### config.mk
export PLATFORM = sky130hd
export DESIGN_NAME = char_lcd_cursor_sequencer_core
export DESIGN_NICKNAME = d
export VERILOG_FILES = /design/src/rtl/core/clcs_pkg.sv /design/src/rtl/core/clcs_ctrl.sv /design/src/rtl/core/clcs_datapath.sv /design/src/rtl/core/char_lcd_cursor_sequencer_core.sv
export SDC_FILE = /design/constraint.sdc
export NUM_CORES = 1
export LEC_CHECK = 0
export BUFFER_PORTS_ARGS = -buffer_cell sky130_fd_sc_hd__buf_2
export CAP_MARGIN = 20
export CORE_MARGIN = 2
export CORE_UTILIZATION = 40
export DETAILED_ROUTE_END_ITERATION = 6
export GPL_ROUTABILITY_DRIVEN = 0
export PLACE_DENSITY = 0.66
export REMOVE_ABC_BUFFERS = 1
export SYNTH_ARGS = -nofsm -noshare
export SYNTH_HDL_FRONTEND = slang
export SYNTH_SLANG_ARGS = --single-unit
### constraint.sdc
create_clock -name clk_i -period 7 [get_ports clk_i]
set_clock_uncertainty 0.2 [all_clocks]
set_input_delay 1.05 -clock clk_i [delete_from_list [all_inputs] [get_ports clk_i]]
set_output_delay 1.05 -clock clk_i [all_outputs]
set_load 0.005 [all_outputs]
### src/rtl/core/clcs_pkg.sv
// ----------------------------------------------------------------------------
// clcs_pkg
// Shared types, constants and address helpers for the character LCD cursor
// sequencer.
// ----------------------------------------------------------------------------
`default_nettype none

package clcs_pkg;

  localparam int unsigned ADDR_W        = 7;
  localparam int unsigned COLUMNS       = 16;
  localparam int unsigned LINE_TWO_BASE = 65;
  localparam int unsigned LINE_TWO_END  = LINE_TWO_BASE + COLUMNS - 1;

  typedef logic [ADDR_W-1:0] addr_t;

  localparam addr_t ADDR_HOME = addr_t'(1);
  localparam addr_t ADDR_MAX  = addr_t'(127);

  localparam logic [7:0] DISPLAY_CLEAR_INSTR = 8'h01;
  localparam logic [7:0] LCD_SPACE           = 8'h20;
  localparam logic [7:0] BAD_ADDR_BYTE       = 8'hFF;

  typedef enum logic [3:0] {
    CMD_WRITE_CHAR = 4'd0,
    CMD_CLEAR      = 4'd1,
    CMD_CLEAR_EOL  = 4'd2,
    CMD_UP         = 4'd3,
    CMD_DOWN       = 4'd4,
    CMD_LEFT       = 4'd5,
    CMD_RIGHT      = 4'd6,
    CMD_SET_POS    = 4'd7,
    CMD_GET_POS    = 4'd8
  } cmd_e;

  typedef enum logic [1:0] {
    ST_IDLE,
    ST_DECODE,
    ST_SPACE,
    ST_CURSOR
  } state_e;

  // controller -> datapath
  typedef struct packed {
    logic load;         // latch the incoming beat
    logic exec;         // run the command, emit its first result
    logic space_start;  // load the space counter from the cursor
    logic space_emit;   // emit one space
    logic cursor_emit;  // emit the closing DDRAM address write
  } ctrl_t;

  // datapath -> controller
  typedef struct packed {
    logic out_free;
    logic is_write_char;
    logic eol_run;
    logic space_done;
  } stat_t;

  function automatic logic on_line_one(addr_t a);
    return (a >= addr_t'(1)) && (a <= addr_t'(COLUMNS));
  endfunction

  function automatic logic on_line_two(addr_t a);
    return (a >= addr_t'(LINE_TWO_BASE)) && (a <= addr_t'(LINE_TWO_END));
  endfunction

  function automatic logic [7:0] ddram_byte(addr_t a);
    addr_t m;
    m = a - addr_t'(1);
    if (on_line_one(a) || on_line_two(a)) begin
      return {1'b1, m};
    end
    return BAD_ADDR_BYTE;
  endfunction

  function automatic logic [1:0] row_of(addr_t a);
    if (on_line_one(a)) begin
      return 2'd1;
    end
    if (on_line_two(a)) begin
      return 2'd2;
    end
    return 2'd0;
  endfunction

  function automatic logic [4:0] col_of(addr_t a);
    addr_t c;
    c = a - addr_t'(LINE_TWO_BASE) + addr_t'(1);
    if (on_line_one(a)) begin
      return a[4:0];
    end
    if (on_line_two(a)) begin
      return c[4:0];
    end
    return 5'd0;
  endfunction

endpackage

`default_nettype wire

### src/rtl/core/clcs_ctrl.sv
// ----------------------------------------------------------------------------
// clcs_ctrl
// Command sequencer: walks each command through decode and, where the command
// needs them, the space run and the closing cursor write.
// ----------------------------------------------------------------------------
`default_nettype none

module clcs_ctrl (
  input  wire               clk_i,
  input  wire               rst_ni,
  input  wire               in_valid_i,
  output logic              in_ready_o,
  input  clcs_pkg::stat_t   stat_i,
  output clcs_pkg::ctrl_t   ctrl_o
);

  import clcs_pkg::*;

  state_e state_q, state_d;

  always_ff @(posedge clk_i or negedge rst_ni) begin
    if (!rst_ni) begin
      state_q <= ST_IDLE;
    end else begin
      state_q <= state_d;
    end
  end

  always_comb begin
    state_d    = state_q;
    ctrl_o     = '0;
    in_ready_o = 1'b0;
    unique case (state_q)
      ST_IDLE: begin
        in_ready_o = 1'b1;
        if (in_valid_i) begin
          ctrl_o.load = 1'b1;
          state_d     = ST_DECODE;
        end
      end
      ST_DECODE: begin
        if (stat_i.out_free) begin
          if (stat_i.eol_run) begin
            ctrl_o.space_start = 1'b1;
            state_d            = ST_SPACE;
          end else begin
            ctrl_o.exec = 1'b1;
            state_d     = stat_i.is_write_char ? ST_CURSOR : ST_IDLE;
          end
        end
      end
      ST_SPACE: begin
        if (stat_i.out_free) begin
          ctrl_o.space_emit = 1'b1;
          if (stat_i.space_done) begin
            state_d = ST_CURSOR;
          end
        end
      end
      ST_CURSOR: begin
        if (stat_i.out_free) begin
          ctrl_o.cursor_emit = 1'b1;
          state_d            = ST_IDLE;
        end
      end
      default: state_d = ST_IDLE;
    endcase
  end

endmodule

`default_nettype wire

### src/rtl/core/clcs_datapath.sv
// ----------------------------------------------------------------------------
// clcs_datapath
// Cursor and error state, command latch, space counter and output register.
// ----------------------------------------------------------------------------
`default_nettype none

module clcs_datapath (
  input  wire              clk_i,
  input  wire              rst_ni,
  input  clcs_pkg::ctrl_t  ctrl_i,
  output clcs_pkg::stat_t  stat_o,
  input  wire  [3:0]       command_i,
  input  wire  [7:0]       char_code_i,
  input  wire  [1:0]       row_request_i,
  input  wire  [4:0]       column_request_i,
  output logic             out_valid_o,
  input  wire              out_ready_i,
  output logic             write_valid_o,
  output logic             reg_select_o,
  output logic [7:0]       lcd_byte_o,
  output logic             ok_o,
  output logic [1:0]       cursor_row_o,
  output logic [4:0]       cursor_column_o,
  output logic             last_o
);

  import clcs_pkg::*;

  // command latch
  logic [3:0] cmd_q;
  logic [7:0] char_q;
  logic [1:0] row_q;
  logic [4:0] col_q;

  // architectural state
  addr_t addr_q, addr_d;
  logic  err_q, err_d;
  addr_t cnt_q;

  // output register
  logic       vld_q;
  logic       wr_q, rs_q, ok_q, last_q;
  logic [7:0] byte_q;
  logic [1:0] crow_q;
  logic [4:0] ccol_q;

  // exec results
  logic       x_wr, x_rs, x_ok, x_last, x_cur;
  logic [7:0] x_byte;
  addr_t      inc_a, dec_a, lim, col_a;
  logic       addr_ok, emit, out_free;

  assign addr_ok  = on_line_one(addr_q) || on_line_two(addr_q);
  assign inc_a    = (addr_q == ADDR_MAX) ? ADDR_MAX : addr_q + addr_t'(1);
  assign dec_a    = (addr_q == '0) ? '0 : addr_q - addr_t'(1);
  assign lim      = on_line_one(addr_q) ? addr_t'(COLUMNS) : addr_t'(LINE_TWO_END);
  assign col_a    = addr_t'(col_q);
  assign out_free = !vld_q || out_ready_i;
  assign emit     = ctrl_i.exec || ctrl_i.space_emit || ctrl_i.cursor_emit;

  assign stat_o.out_free      = out_free;
  assign stat_o.is_write_char = (cmd_q == CMD_WRITE_CHAR);
  assign stat_o.eol_run       = (cmd_q == CMD_CLEAR_EOL) && addr_ok && !err_q;
  assign stat_o.space_done    = (cnt_q == lim);

  always_comb begin
    addr_d = addr_q;
    err_d  = err_q;
    x_wr   = 1'b0;
    x_rs   = 1'b0;
    x_byte = '0;
    x_ok   = 1'b0;
    x_last = 1'b1;
    x_cur  = 1'b0;
    unique case (cmd_q)
      CMD_WRITE_CHAR: begin
        x_wr   = 1'b1;
        x_rs   = 1'b1;
        x_byte = char_q;
        x_ok   = 1'b1;
        x_last = 1'b0;
        addr_d = inc_a;
        if (inc_a == addr_t'(COLUMNS + 1)) begin
          addr_d = addr_t'(LINE_TWO_BASE);
        end else if (inc_a == addr_t'(LINE_TWO_END + 1)) begin
          addr_d = ADDR_HOME;
        end
      end
      CMD_CLEAR: begin
        x_wr   = 1'b1;
        x_byte = DISPLAY_CLEAR_INSTR;
        x_ok   = 1'b1;
        addr_d = ADDR_HOME;
      end
      CMD_CLEAR_EOL: begin
        // only reached when the run is refused; bad cursor makes it sticky
        if (!addr_ok) begin
          err_d = 1'b1;
        end
      end
      CMD_UP: begin
        if (on_line_two(addr_q)) begin
          addr_d = addr_q - addr_t'(LINE_TWO_BASE - 1);
          x_cur  = 1'b1;
          x_ok   = 1'b1;
        end
      end
      CMD_DOWN: begin
        if (on_line_one(addr_q)) begin
          addr_d = addr_q + addr_t'(LINE_TWO_BASE - 1);
          x_cur  = 1'b1;
          x_ok   = 1'b1;
        end
      end
      CMD_LEFT: begin
        x_cur = 1'b1;
        x_ok  = 1'b1;
        if (addr_q == ADDR_HOME) begin
          x_ok = 1'b0;
        end else if (addr_q == addr_t'(LINE_TWO_BASE)) begin
          addr_d = addr_t'(COLUMNS);
        end else begin
          addr_d = dec_a;
        end
      end
      CMD_RIGHT: begin
        x_cur  = 1'b1;
        x_ok   = 1'b1;
        addr_d = inc_a;
        if (inc_a == addr_t'(COLUMNS + 1)) begin
          addr_d = addr_t'(LINE_TWO_BASE);
        end else if (inc_a == addr_t'(LINE_TWO_END + 1)) begin
          addr_d = addr_t'(LINE_TWO_END);
          x_ok   = 1'b0;
        end
      end
      CMD_SET_POS: begin
        x_cur = 1'b1;
        x_ok  = 1'b1;
        if (row_q == 2'd1) begin
          addr_d = col_a;
        end else if (row_q == 2'd2) begin
          addr_d = col_a + addr_t'(LINE_TWO_BASE - 1);
        end else begin
          x_ok = 1'b0;
        end
        if (col_q == '0 || col_a > addr_t'(COLUMNS)) begin
          x_ok = 1'b0;
        end
      end
      CMD_GET_POS: begin
        x_ok = addr_ok;
      end
      default: begin
        x_ok = 1'b0;
      end
    endcase
    if (x_cur) begin
      x_wr   = 1'b1;
      x_byte = ddram_byte(addr_d);
    end
  end

  always_ff @(posedge clk_i) begin
    if (ctrl_i.load) begin
      cmd_q  <= command_i;
      char_q <= char_code_i;
      row_q  <= row_request_i;
      col_q  <= column_request_i;
    end
    if (ctrl_i.space_start) begin
      cnt_q <= addr_q;
    end else if (ctrl_i.space_emit) begin
      cnt_q <= cnt_q + addr_t'(1);
    end
    if (ctrl_i.exec) begin
      wr_q   <= x_wr;
      rs_q   <= x_rs;
      byte_q <= x_byte;
      ok_q   <= x_ok;
      crow_q <= row_of(addr_d);
      ccol_q <= col_of(addr_d);
      last_q <= x_last;
    end else if (ctrl_i.space_emit || ctrl_i.cursor_emit) begin
      wr_q   <= 1'b1;
      rs_q   <= ctrl_i.space_emit;
      byte_q <= ctrl_i.space_emit ? LCD_SPACE : ddram_byte(addr_q);
      ok_q   <= 1'b1;
      crow_q <= row_of(addr_q);
      ccol_q <= col_of(addr_q);
      last_q <= ctrl_i.cursor_emit;
    end
  end

  always_ff @(posedge clk_i or negedge rst_ni) begin
    if (!rst_ni) begin
      addr_q <= ADDR_HOME;
      err_q  <= 1'b0;
      vld_q  <= 1'b0;
    end else begin
      if (ctrl_i.exec) begin
        addr_q <= addr_d;
        err_q  <= err_d;
      end
      if (out_free) begin
        vld_q <= emit;
      end
    end
  end

  assign out_valid_o     = vld_q;
  assign write_valid_o   = wr_q;
  assign reg_select_o    = rs_q;
  assign lcd_byte_o      = byte_q;
  assign ok_o            = ok_q;
  assign cursor_row_o    = crow_q;
  assign cursor_column_o = ccol_q;
  assign last_o          = last_q;

  // a beat without a bus write carries a zero byte on the instruction side
  a_idle_beat_zero: assert property (@(posedge clk_i) disable iff (!rst_ni)
    vld_q && !wr_q |-> byte_q == '0 && !rs_q)
    else $error("no-write beat with nonzero byte or data select");

  // data writes only come from write char and clear to end of line
  a_data_write_ok: assert property (@(posedge clk_i) disable iff (!rst_ni)
    vld_q && rs_q |-> ok_q && wr_q)
    else $error("data write beat without ok");

  // the space run never leaves the cursor's line
  a_space_in_line: assert property (@(posedge clk_i) disable iff (!rst_ni)
    ctrl_i.space_emit |-> cnt_q <= lim && addr_ok)
    else $error("space run past end of line");

  // error flag is sticky until reset
  a_err_sticky: assert property (@(posedge clk_i) disable iff (!rst_ni)
    !$fell(err_q))
    else $error("error flag cleared without reset");

endmodule

`default_nettype wire

### src/rtl/core/char_lcd_cursor_sequencer_core.sv
// ----------------------------------------------------------------------------
// char_lcd_cursor_sequencer_core
// 2x16 character LCD front end: commands in, LCD bus writes out.
// ----------------------------------------------------------------------------
// A command beat is taken whenever the sequencer is idle, even while the last
// result beat of the previous command still waits in the output register.
// Each command then produces its result beats one per cycle as the master
// side drains them: one beat for clear, moves, set/get position and refused
// commands (a no-write beat when nothing goes to the LCD), two beats for
// write char (data byte, then DDRAM address), and for clear to end of line
// one space per column up to the end of the cursor's line plus the closing
// DDRAM address write. A command occupies the block until its last beat
// is loaded into the output register, so clear to end of line holds it
// longest: its space run goes one beat per cycle through the single output
// register while the master side keeps that register free. The cursor address
// resets to line one, column one; the error flag set by clear to end of line
// on a bad cursor stays set until reset and refuses every later clear to end
// of line. tlast marks the final beat of each command; ok, row and column
// are the same on all beats of a command and show the cursor after the
// command.
// ----------------------------------------------------------------------------
`default_nettype none

module char_lcd_cursor_sequencer_core (
  input  wire         clk_i,
  input  wire         rst_ni,
  // command stream
  input  wire         s_axis_tvalid,
  output logic        s_axis_tready,
  input  wire  [15:0] s_axis_tdata,   // [7:0] char_code, [9:8] row_request,
                                      // [14:10] column_request, [15] zero
  input  wire  [3:0]  s_axis_tuser,   // [3:0] command
  // LCD write stream
  output logic        m_axis_tvalid,
  input  wire         m_axis_tready,
  output logic [23:0] m_axis_tdata,   // [0] write_valid, [8:1] lcd_byte, [9] ok,
                                      // [11:10] cursor_row,
                                      // [16:12] cursor_column, [23:17] zero
  output logic        m_axis_tuser,   // [0] reg_select
  output logic        m_axis_tlast
);

  import clcs_pkg::*;

  ctrl_t ctrl;
  stat_t stat;

  logic       write_valid;
  logic [7:0] lcd_byte;
  logic       ok;
  logic [1:0] cursor_row;
  logic [4:0] cursor_column;

  clcs_ctrl u_ctrl (
    .clk_i      (clk_i),
    .rst_ni     (rst_ni),
    .in_valid_i (s_axis_tvalid),
    .in_ready_o (s_axis_tready),
    .stat_i     (stat),
    .ctrl_o     (ctrl)
  );

  clcs_datapath u_datapath (
    .clk_i            (clk_i),
    .rst_ni           (rst_ni),
    .ctrl_i           (ctrl),
    .stat_o           (stat),
    .command_i        (s_axis_tuser),
    .char_code_i      (s_axis_tdata[7:0]),
    .row_request_i    (s_axis_tdata[9:8]),
    .column_request_i (s_axis_tdata[14:10]),
    .out_valid_o      (m_axis_tvalid),
    .out_ready_i      (m_axis_tready),
    .write_valid_o    (write_valid),
    .reg_select_o     (m_axis_tuser),
    .lcd_byte_o       (lcd_byte),
    .ok_o             (ok),
    .cursor_row_o     (cursor_row),
    .cursor_column_o  (cursor_column),
    .last_o           (m_axis_tlast)
  );

  assign m_axis_tdata = {7'd0, cursor_column, cursor_row, ok, lcd_byte, write_valid};

endmodule

`default_nettype wire

==> metrics.md <==
| Metric | Value |
|---|---|
| Drt via density | 5.96 |
| PwrDens | 469 mW/mm² |
| Worst-Skew Late Latency | 320 ps |
| Slowest CP cell | dfstp_2 |
| Yosys cell types | 71 |
| Total of max-cap violations | 0 |
| Critical path cell sequence | ha_1 > nand2_1 > o2bb2ai_1 > nand4_1 > or2_2 > a221oi_2 > ha_1 > nand2_1 > or4_1 > xnor2_1 > a222oi_1 > o21ai_0 |
| Min cycle time layout | 4440 ps |
| Syn Std Cell Area | 0.00373 mm² |
| Final setup violation count | 0 |
| CP Launch Type | flop |
| GR Overflow Total | 0 |
| CTS tree | yes |
| Post-synth EDFFs | 45 |
| Dpl cells | 522 |
| IO Pins | 52 |
| First-pass GRT wire length | 14900 µm |
| Arrival @ worst endpoint | 4290 ps |
| Crit-path max cell delay | 700 ps |
| Clock buffer count from CTS | 5 |
| Final hold violation count | 0 |
| Final cell count without fillers | 530 |
| Cells after Synth | 386 |
| Initial core utilization | 40.7% |
| Number of synthesized register bits | 56 |
| CTS clk-pin slew, worst paths | 100 ps |
| Final core utilization | 44.5% |
| CP endpoint kind | flop |
| IO buf count | 43 |
| Drt drc | 0 |
| Seq/Total Area, Yosys | 43.7% |
| TritonRoute pass-1 iters | 6 |
| H-tree depth | 2 |
| Die area | 0.0101 mm² |
| Most frequent cells in the layout | nand2_1 (47), edfxtp_1 (45), buf_2 (43) |
| Nets@finish | 453 |
| Ys async rst share | 19.6% |
| Final antenna-violating net count | 0 |
| Unrepaired setup endpoints after global routing | false |
| Number of DRC markers in iteration 0 | 295 |
| Max-slew violations | 0 |
| Max transition margin | 39.1% |
| DR WL/cell | 17.0 µm |
| Leakage | 1.57 nW |
| Largest net degree at the start of global routing | 21 |
| Overall Global Routing Usage | 18.8% |
| Slew @ Worst Pin | 913 ps |
| Syn-to-layout area delta | 9.30% |
| Register Area | 0.00163 mm² |
| Setup TNS Final | 0 ps |
| Synth Area per Inst | 9.65 µm² |
| Initial antenna violation count | 0 |
| Multi-input logic area | 0.00190 mm² |
| Setup Fix Bufs, Post-CTS | 0 |
| Status | finished clean |
| Critical Path Source | u_datapath.addr_q[0] |
| Core Area | 0.00915 mm² |
| Kind of critical path | flop to flop |
| Maximum fanout along the worst path | 13 |
| Reg2reg start | u_datapath.addr_q[0] |
| HP Class | flop to flop |
| Worst VDD drop | 0.158 mV |
| Maximum operating frequency | 0.225 GHz |
| Die height | 101 µm |
| Flop2flop setup slack | 2560 ps |
| CTS Root Buffer Type | clkbuf_8 |
| Final wirelength | 9040 µm |
| Fillcell total | 870 |
| Layout cells sized above 1 | 17.9% |
| CP Data Required Time | 6850 ps |
| Die width | 101 µm |
| Diode count | 0 |
| Main flop type after synthesis | edfxtp_1 |
| Clock Sinks | 56 |
| Clock Path Buffers | 2 |
| Post-DP HPWL | 6560 µm |
| Vias in the first global route | 2924 |
| Floorplan row count | 35 |
| Post-CTS resize count | 0 |
| Warning count from the yosys run | 0 |
| Commonest non-fill, non-tap cell in the layout | nand2_1 |
| Tcrit/Tclk final | 63.5% |
| Hold Buf Count CTS | 0 |
| Via Count | 3157 |
| HP Start | u_datapath.err_q |
## logic make-up after synthesis
group                    count (synthesis)  synth area share (%)
buffers and inverters                   43                  5.81
adder cells (fa/ha/maj)                 11                  3.69
XOR/XNOR                                16                  3.76
multiplexers                             3                 0.974
other                                    1                 0.101
AO/OA/AOI/OAI                          101                  21.0
AND/OR/NAND/NOR                        155                  21.0
flip-flops                              56                  43.7
## state kept, by name, summed over array words and instances, names as in the netlist, 2 cells and up, named ones only
name	count
u_datapath.lcd_byte_o	8
u_datapath.addr_q	7
u_datapath.col_q	5
u_datapath.cmd_q	4
u_datapath.char_q	8
u_datapath.row_q	2
u_datapath.cursor_row_o	2
u_datapath.cnt_q	7
u_datapath.cursor_column_o	5
## layout make-up
cell class | count | share of cell area [%]
tap | 111 | 3.41
sequential | 56 | 40.0
clock buffer | 6 | 2.03
multi-input combinational | 293 | 46.8
clock inverter | 2 | 0.338
timing repair buffer | 48 | 6.21
inverter | 14 | 1.29
## routing by layer
layer | part of all wire (%) | vias up | track usage (%)
met2 | 45 | 177 | 29.4
met1 | 43 | 1470 | 25.8
li1 | - | 1491 | -
met3 | 9.5 | 19 | 4.92
met4 | 2.0 | 0 | 5.58
met5 | 0 | - | 0
## synth_stat cells, drive strengths merged, types with 4 or more instances
cell,instances,share of area [%]
nand2,47,4.7
edfxtp,45,36
nor2,37,3.7
o21ai,20,2.7
buf,17,3.2
a21oi,16,2.1
inv,14,1.4
nand3,14,2.0
xnor2,13,3.1
clkbuf,12,1.2
ha,11,3.7
nor3,11,1.5
dfrtp,10,6.7
a21o,8,1.6
a2111oi,5,1.7
nand2b,5,0.84
nor4,5,1.2
a211o,4,0.94
a32o,4,1.1
and2,4,0.67
nand4,4,0.67
nor2b,4,0.67
o22ai,4,0.67
o31ai,4,0.81
or2,4,0.67
## stage by stage
step	power, mW	cell area [µm²]	setup WS, ps	hold slack (ps)
6_report	1.91	4070	2560	338
5_1_grt	2.05	4070	2360	350
4_1_cts	1.90	4070	2640	322
3_5_place_dp	1.70	3980	2660	296
3_3_place_gp	1.68	3980	2700	289
2_1_floorplan	1.37	3580	3180	269
## worst max-delay path, delay by kind of cell (launching register included)
family | cells | cell delay (ps)
XOR/XNOR | 1 | 150
AND/OR/NAND/NOR | 5 | 1210
adder cells (fa/ha/maj) | 2 | 640
AO/OA/AOI/OAI | 4 | 1260
flip-flops | 1 | 700
## report_power, final
part / total [mW] / internal (mW) / switching (mW)
clock network: 0.195 / 0.0813 / 0.114
registers: 0.669 / 0.544 / 0.125
logic: 1.05 / 0.405 / 0.642
## final timing paths
kind                       cells past startpoint                       end
max                                           12  u_datapath.lcd_byte_o[6]
min                                            1          u_datapath.err_q
max reg2reg                                   12  u_datapath.lcd_byte_o[6]
min reg2reg                                    1          u_datapath.err_q
max in group asynchronous                      1      u_datapath.addr_q[0]
min in group asynchronous                      1    u_datapath.out_valid_o
Power figures use the tool's default switching activity.
